### src/design/upd_pkg.sv
// Shared types, character codes and hex-digit helper for the URL percent decoder.
`timescale 1ns / 1ps
`default_nettype none
package upd_pkg;

   localparam logic [7:0] CHAR_PLUS    = 8'h2B;  // '+'
   localparam logic [7:0] CHAR_SPACE   = 8'h20;  // ' '
   localparam logic [7:0] CHAR_PERCENT = 8'h25;  // '%'
   localparam logic [7:0] CHAR_ZERO    = 8'h30;  // '0'
   localparam logic [7:0] CHAR_NINE    = 8'h39;  // '9'
   localparam logic [7:0] CHAR_UPPER_A = 8'h41;  // 'A'
   localparam logic [7:0] CHAR_UPPER_F = 8'h46;  // 'F'
   localparam logic [7:0] CHAR_NUL     = 8'h00;

   typedef enum logic [1:0] {
      PH_PLAIN = 2'd0,
      PH_ESC1  = 2'd1,
      PH_ESC2  = 2'd2,
      PH_STOP  = 2'd3
   } phase_type;

   typedef struct packed {
      logic       digit_ok;
      logic [3:0] value;
   } hex_type;

   typedef struct packed {
      logic [7:0] out_byte;
      logic       out_valid;
      logic       out_last;
      logic       bad_escape;
   } result_type;

   // Only '0'-'9' and upper-case 'A'-'F' count as hex digits.
   function automatic hex_type hex_decode(input logic [7:0] b);
      hex_type    h;
      logic [7:0] diff;
      h    = '{digit_ok: 1'b0, value: 4'd0};
      diff = 8'd0;
      if (b >= CHAR_ZERO && b <= CHAR_NINE) begin
         diff     = b - CHAR_ZERO;
         h.digit_ok = 1'b1;
         h.value    = diff[3:0];
      end else if (b >= CHAR_UPPER_A && b <= CHAR_UPPER_F) begin
         diff     = b - CHAR_UPPER_A + 8'd10;
         h.digit_ok = 1'b1;
         h.value    = diff[3:0];
      end
      return h;
   endfunction

endpackage
`default_nettype wire

### src/design/upd_core.sv
// Decoder state machine: escape phase, pending high nibble, error flag.
`timescale 1ns / 1ps
`default_nettype none
module upd_core (
   input  wire                 clock,
   input  wire                 reset,
   input  wire                 fire,
   input  wire [7:0]           in_byte,
   input  wire                 in_last,
   output logic                emit,
   output upd_pkg::result_type result
);

   upd_pkg::phase_type phase_ff, phase_in;
   logic [3:0]         high_nibble_ff, high_nibble_in;
   logic               error_seen_ff, error_seen_in;

   upd_pkg::phase_type step_phase;
   logic [3:0]         step_nibble;
   logic               step_error;
   logic               have;
   logic [7:0]         ch;
   upd_pkg::hex_type   hex;

   always_ff @(posedge clock) begin
      if (reset) begin
         phase_ff       <= upd_pkg::PH_PLAIN;
         high_nibble_ff <= 4'd0;
         error_seen_ff  <= 1'b0;
      end else if (fire) begin
         phase_ff       <= phase_in;
         high_nibble_ff <= high_nibble_in;
         error_seen_ff  <= error_seen_in;
      end
   end

   always_comb begin
      hex         = upd_pkg::hex_decode(in_byte);
      step_phase  = phase_ff;
      step_nibble = high_nibble_ff;
      step_error  = error_seen_ff;
      have        = 1'b0;
      ch          = upd_pkg::CHAR_NUL;

      unique case (phase_ff)
         upd_pkg::PH_PLAIN: begin
            priority if (in_byte == upd_pkg::CHAR_PLUS) begin
               ch   = upd_pkg::CHAR_SPACE;
               have = 1'b1;
            end else if (in_byte == upd_pkg::CHAR_PERCENT) begin
               step_phase = upd_pkg::PH_ESC1;
            end else if (in_byte == upd_pkg::CHAR_NUL) begin
               step_phase = upd_pkg::PH_STOP;
            end else begin
               ch   = in_byte;
               have = 1'b1;
            end
         end
         upd_pkg::PH_ESC1: begin
            if (!hex.digit_ok) begin
               step_error = 1'b1;
               step_phase = upd_pkg::PH_STOP;
            end else begin
               step_nibble = hex.value;
               step_phase  = upd_pkg::PH_ESC2;
            end
         end
         upd_pkg::PH_ESC2: begin
            if (!hex.digit_ok) begin
               step_error = 1'b1;
               step_phase = upd_pkg::PH_STOP;
            end else if ({high_nibble_ff, hex.value} == upd_pkg::CHAR_NUL) begin
               step_phase = upd_pkg::PH_STOP;
            end else begin
               ch         = {high_nibble_ff, hex.value};
               have       = 1'b1;
               step_phase = upd_pkg::PH_PLAIN;
            end
         end
         upd_pkg::PH_STOP: begin
            // stopped: drop bytes until the end of the string
         end
         default: begin
         end
      endcase

      if (in_last) begin
         // an escape left open at the end counts as malformed
         emit              = 1'b1;
         result.out_byte   = ch;
         result.out_valid  = have;
         result.out_last   = 1'b1;
         result.bad_escape = step_error ||
                             step_phase == upd_pkg::PH_ESC1 ||
                             step_phase == upd_pkg::PH_ESC2;
         phase_in          = upd_pkg::PH_PLAIN;
         high_nibble_in    = 4'd0;
         error_seen_in     = 1'b0;
      end else begin
         emit              = have;
         result.out_byte   = ch;
         result.out_valid  = 1'b1;
         result.out_last   = 1'b0;
         result.bad_escape = 1'b0;
         phase_in          = step_phase;
         high_nibble_in    = step_nibble;
         error_seen_in     = step_error;
      end
   end

endmodule
`default_nettype wire

### src/design/upd_out_reg.sv
// Result register between the decoder and the response channel.
`timescale 1ns / 1ps
`default_nettype none
module upd_out_reg (
   input  wire                 clock,
   input  wire                 reset,
   input  wire                 load,
   input  upd_pkg::result_type result,
   output logic                can_take,
   output logic                rsp_valid,
   input  wire                 rsp_ready,
   output upd_pkg::result_type held
);

   logic                valid_ff, valid_in;
   upd_pkg::result_type data_ff;

   // a held result leaves this cycle or the register is empty
   assign can_take  = !valid_ff || rsp_ready;
   assign valid_in  = load || (valid_ff && !rsp_ready);
   assign rsp_valid = valid_ff;
   assign held      = data_ff;

   always_ff @(posedge clock) begin
      if (reset) begin
         valid_ff <= 1'b0;
      end else begin
         valid_ff <= valid_in;
      end
   end

   always_ff @(posedge clock) begin
      if (load) begin
         data_ff <= result;
      end
   end

endmodule
`default_nettype wire

### src/design/url_percent_decoder.sv
// Top level of the streaming URL percent decoder.
`timescale 1ns / 1ps
`default_nettype none
// Streaming URL percent decoder. Feed the encoded string one byte per request
// with req_in_last marking its final byte. A '+' becomes a space, '%' plus two
// hex digits ('0'-'9', upper-case 'A'-'F' only) becomes one byte, and every
// other byte passes through. A raw zero or %00 ends the output without error;
// a malformed or truncated escape ends it with rsp_bad_escape set on the final
// response. Once stopped, further bytes are dropped until the last one. Each
// request yields zero or one response: a decoded non-zero character, or, on
// the last byte, always exactly one response with rsp_out_last high
// (rsp_out_valid tells whether it carries a character). Throughput is one
// request per clock: the decode is a single pass of logic from the request
// ports and the escape state into one result register, so a response appears
// in the cycle after its request is accepted. req_ready drops only while that
// result register holds a response the consumer is not taking; requests that
// produce no response still wait on it. There are no configuration registers.
module url_percent_decoder (
   input  wire        clock,
   input  wire        reset,
   input  wire        req_valid,
   output logic       req_ready,
   input  wire [7:0]  req_in_byte,
   input  wire        req_in_last,
   output logic       rsp_valid,
   input  wire        rsp_ready,
   output logic [7:0] rsp_out_byte,
   output logic       rsp_out_valid,
   output logic       rsp_out_last,
   output logic       rsp_bad_escape
);

   logic                fire;
   logic                emit;
   logic                can_take;
   upd_pkg::result_type result;
   upd_pkg::result_type held;

   // accept a request whenever the result register can take its response
   assign req_ready = can_take;
   assign fire      = req_valid && can_take;

   // advance the escape state and form this request's response, if any
   upd_core u_core (
      .clock   (clock),
      .reset   (reset),
      .fire    (fire),
      .in_byte (req_in_byte),
      .in_last (req_in_last),
      .emit    (emit),
      .result  (result)
   );

   // hold the response until the consumer takes it
   upd_out_reg u_out (
      .clock     (clock),
      .reset     (reset),
      .load      (fire && emit),
      .result    (result),
      .can_take  (can_take),
      .rsp_valid (rsp_valid),
      .rsp_ready (rsp_ready),
      .held      (held)
   );

   assign rsp_out_byte   = held.out_byte;
   assign rsp_out_valid  = held.out_valid;
   assign rsp_out_last   = held.out_last;
   assign rsp_bad_escape = held.bad_escape;

endmodule
`default_nettype wire

### config.mk
export PLATFORM = sky130hd
export DESIGN_NAME = url_percent_decoder
export DESIGN_NICKNAME = d
export VERILOG_FILES = /design/src/design/upd_pkg.sv /design/src/design/upd_core.sv /design/src/design/upd_out_reg.sv /design/src/design/url_percent_decoder.sv
export SDC_FILE = /design/constraint.sdc
export NUM_CORES = 1
export LEC_CHECK = 0
export ABC_AREA = 1
export BUFFER_PORTS_ARGS = -buffer_cell sky130_fd_sc_hd__buf_2
export CORE_ASPECT_RATIO = 0.6
export CORE_MARGIN = 5
export CORE_UTILIZATION = 42
export CTS_CLUSTER_DIAMETER = 50
export DETAILED_ROUTE_END_ITERATION = 7
export GPL_TIMING_DRIVEN = 0
export REMOVE_ABC_BUFFERS = 1
export SLEW_MARGIN = 0
export SYNTH_ARGS = -nofsm -noshare
export SYNTH_HDL_FRONTEND = slang
export SYNTH_SLANG_ARGS = --single-unit
### constraint.sdc
create_clock -name clock -period 3.2 [get_ports clock]
set_input_delay 0.8 -clock clock [delete_from_list [all_inputs] [get_ports clock]]
set_output_delay 0.8 -clock clock [all_outputs]
set_load 0.02 [all_outputs]
==> flow_metrics.env <==
export IMPL_finalSetupViolations=0
export IMPL_finalWorstSetupSlack_ps=518
export IMPL_fp_dieW_um=80.4
export IMPL_path_class="input pin to flop"
export IMPL_gp_congestion=0.914
export IMPL_synth_avg_cell_area_um2=7.76
export IMPL_cts_tree="done"
export IMPL_min_period_ps=2680
export IMPL_place_hpwl_um=2540
export IMPL_p_leak_nw=0.682
export IMPL_synth_seq_cells=19
export IMPL_startpoint="req_in_byte[1]"
export IMPL_syn2layout_area_growth_pct=17.6
export IMPL_cap_violations=0
export IMPL_initialDrtViolationCount=197
export IMPL_grt_overflow=0
export IMPL_tightest_slew_ps=411
export IMPL_cts_buffers=3
export IMPL_finalClockSkew_ps=8.11
export IMPL_clock_path_buffers=2
export IMPL_finalCritPeriodShare=0.838
export IMPL_cts_setup_buffers=0
export IMPL_fillers=296
export IMPL_grt_pass1_wl_um=4810
export IMPL_worstReg2RegStart="u_core.phase_ff[0]"
export IMPL_core_area_mm2=0.00285
export IMPL_cts_htree_levels=1
export IMPL_ios=26
export IMPL_diodes=0
export IMPL_synth_cell_type_count=27
export IMPL_antenna_found_initial=0
export IMPL_cp_max_fo=11
export IMPL_crit_end="u_out.held[7]"
export IMPL_ys_warn_count=0
export IMPL_layout_commonest_cell="nand2_1"
export IMPL_first_global_vias=1019
export IMPL_max_vdd_ir_drop_v=0.000149
export IMPL_combPwrFrac=0.159
export IMPL_slew_viol_final=0
export IMPL_layout_nets=211
export IMPL_place_area_mm2=0.00142
export IMPL_viasPerCell=5.23
export IMPL_postRouteAntennaNets=0
export IMPL_required_ps=3120
export IMPL_r2r_slack_ps=1330
export IMPL_die_h_um=52.2
export IMPL_place_ws_ps=298
export IMPL_cts_resized=0
export IMPL_rsz0062_at_grt="no"
export IMPL_syn_area_mm2=0.00125
export IMPL_yosysSeqAreaShare=0.393
export IMPL_internal_power_uw=382
export IMPL_grt_max_degree=12
export IMPL_p_sw_frac=0.271
export IMPL_rows=15
export IMPL_cts_hold_buffers=0
export IMPL_startpoint_type="input pin"
export IMPL_reg2regPathDepth=10
export IMPL_io_buffers=25
export IMPL_layout_common_cells="nand2_1 (33), inv_1 (30), buf_2 (25), nand3_1 (12), edfxtp_1 (11)"
export IMPL_power_density_mw_per_mm2=356
export IMPL_min_path_type="flop to flop"
export IMPL_first_pass_iters=4
export IMPL_status="finished, final reports clean"
export IMPL_netlist_instances=161
export IMPL_design_area_mm2=0.00147
export IMPL_clock_sinks=19
export IMPL_drt_wl_total_um=3020
export IMPL_p_sw_uw=142
export IMPL_critPathArrivalTime_ps=2600
export IMPL_die_area_mm2=0.00420
export IMPL_critPathCaptureType="flop"
export IMPL_fmax_ghz=0.373
export IMPL_clkTransAtPathRegs_ps=80
export IMPL_postLayoutCoreUtil=0.515
export IMPL_initial_core_util=0.438
export IMPL_clock_latency_ps=260
export IMPL_grt_usage=0.153
export IMPL_final_hold_violation_count=0
export IMPL_clockRootBuffer="clkbuf_8"
export IMPL_clkPwrFrac=0.324
export IMPL_avgRoutedWirePerCell_um=13.1
export IMPL_maxSlewHeadroom=0.724
export IMPL_rr_endpoint="u_out.held[0]"
export IMPL_fin_tns_setup_ps=0
export IMPL_seqPwrFrac=0.516
export IMPL_drc=0
export IMPL_drive_above_1_share=0.249
export IMPL_vias=1208
logic make-up after synthesis:
| group | share of synthesized area |
|---|---|
| buf+inv | 0.0992 |
| xor+xnor | 0.00702 |
| flops | 0.393 |
| compound gates | 0.124 |
| simple gates | 0.297 |
| fa+ha+maj | 0.0802 |
per-stage QoR:
stage          std cells  hold slack [ps]  power (mW)
2_1_floorplan        160              434       0.327
5_1_grt              231              506       0.547
3_5_place_dp         227              460       0.358
6_report             231              469       0.523
4_1_cts              231              471       0.526
3_3_place_gp         227              450       0.356
cell type report:
type | instances | area, um^2 | share of cell area
clock buffers | 3 | 41.3 | 0.0281
clock inverters | 1 | 5.00 | 0.00341
inverters | 32 | 120 | 0.0818
multi-input cells | 109 | 634 | 0.432
flip-flops and latches | 19 | 490 | 0.334
well taps | 42 | 52.6 | 0.0358
repair buffers | 25 | 125 | 0.0852
flip-flops by register name, summed over array words and instances (netlist names):
register               flops
u_core.error_seen_ff       1
u_core.phase_ff            2
u_out.held                11
u_core.high_nibble_ff      4
u_out.rsp_valid            1
per-layer routing:
| layer | track usage | vias to the layer above | routed length, um |
|---|---|---|---|
| met4 | 0.0337 | 0 | 40 |
| met3 | 0.0481 | 7 | 331 |
| met5 | 0 | - | 0 |
| met2 | 0.238 | 63 | 1290 |
| met1 | 0.210 | 550 | 1360 |
| li1 | - | 588 | - |
power groups by stage:
stage | Clock (mW) | Sequential [mW] | Combinational, mW
2_1_floorplan | 0 | 0.288 | 0.0387
3_3_place_gp | 0 | 0.276 | 0.0806
3_5_place_dp | 0 | 0.276 | 0.0822
4_1_cts | 0.174 | 0.270 | 0.0825
5_1_grt | 0.185 | 0.271 | 0.0910
6_report | 0.170 | 0.270 | 0.0835
critical path: stages:
cell and delay, ps:
buf_2 130, inv_1 150, ha_1 230, nand3b_1 160
nand3_1 130, nand2_2 140, nand3_2 90, nand4_1 90
nand2_1 100, o21ai_1 170, o21ai_1 100, inv_1 310
worst min path at each step:
stage	endpoint	cells after the start	start
2_1_floorplan	u_core.high_nibble_ff[0]	2	u_core.high_nibble_ff[0]
3_3_place_gp	u_core.high_nibble_ff[3]	2	u_core.high_nibble_ff[3]
3_5_place_dp	u_core.high_nibble_ff[0]	2	u_core.high_nibble_ff[0]
4_1_cts	u_core.high_nibble_ff[0]	2	u_core.high_nibble_ff[0]
5_1_grt	u_core.high_nibble_ff[2]	2	u_core.high_nibble_ff[2]
6_report	u_core.high_nibble_ff[0]	2	u_core.high_nibble_ff[0]
cells in the mapped netlist, drive strengths merged:
cell type / n / area [um^2]
a21oi: 11 / 66.3
buf: 1 / 3.75
ha: 8 / 100
nor3: 4 / 20.0
nand2: 41 / 179
dfxtp: 8 / 160
edfxtp: 11 / 330
a31o: 1 / 8.76
nand3b: 2 / 15.0
inv: 32 / 120
nor4: 1 / 6.26
nand4: 4 / 25.0
xor2: 1 / 8.76
nor2: 6 / 22.5
o21ai: 4 / 20.0
o22ai: 7 / 43.8
or2: 1 / 6.26
a211oi: 1 / 7.51
o32ai: 1 / 8.76
nand3: 15 / 90.1
or3: 1 / 6.26
(Power assumes the default switching activity.)
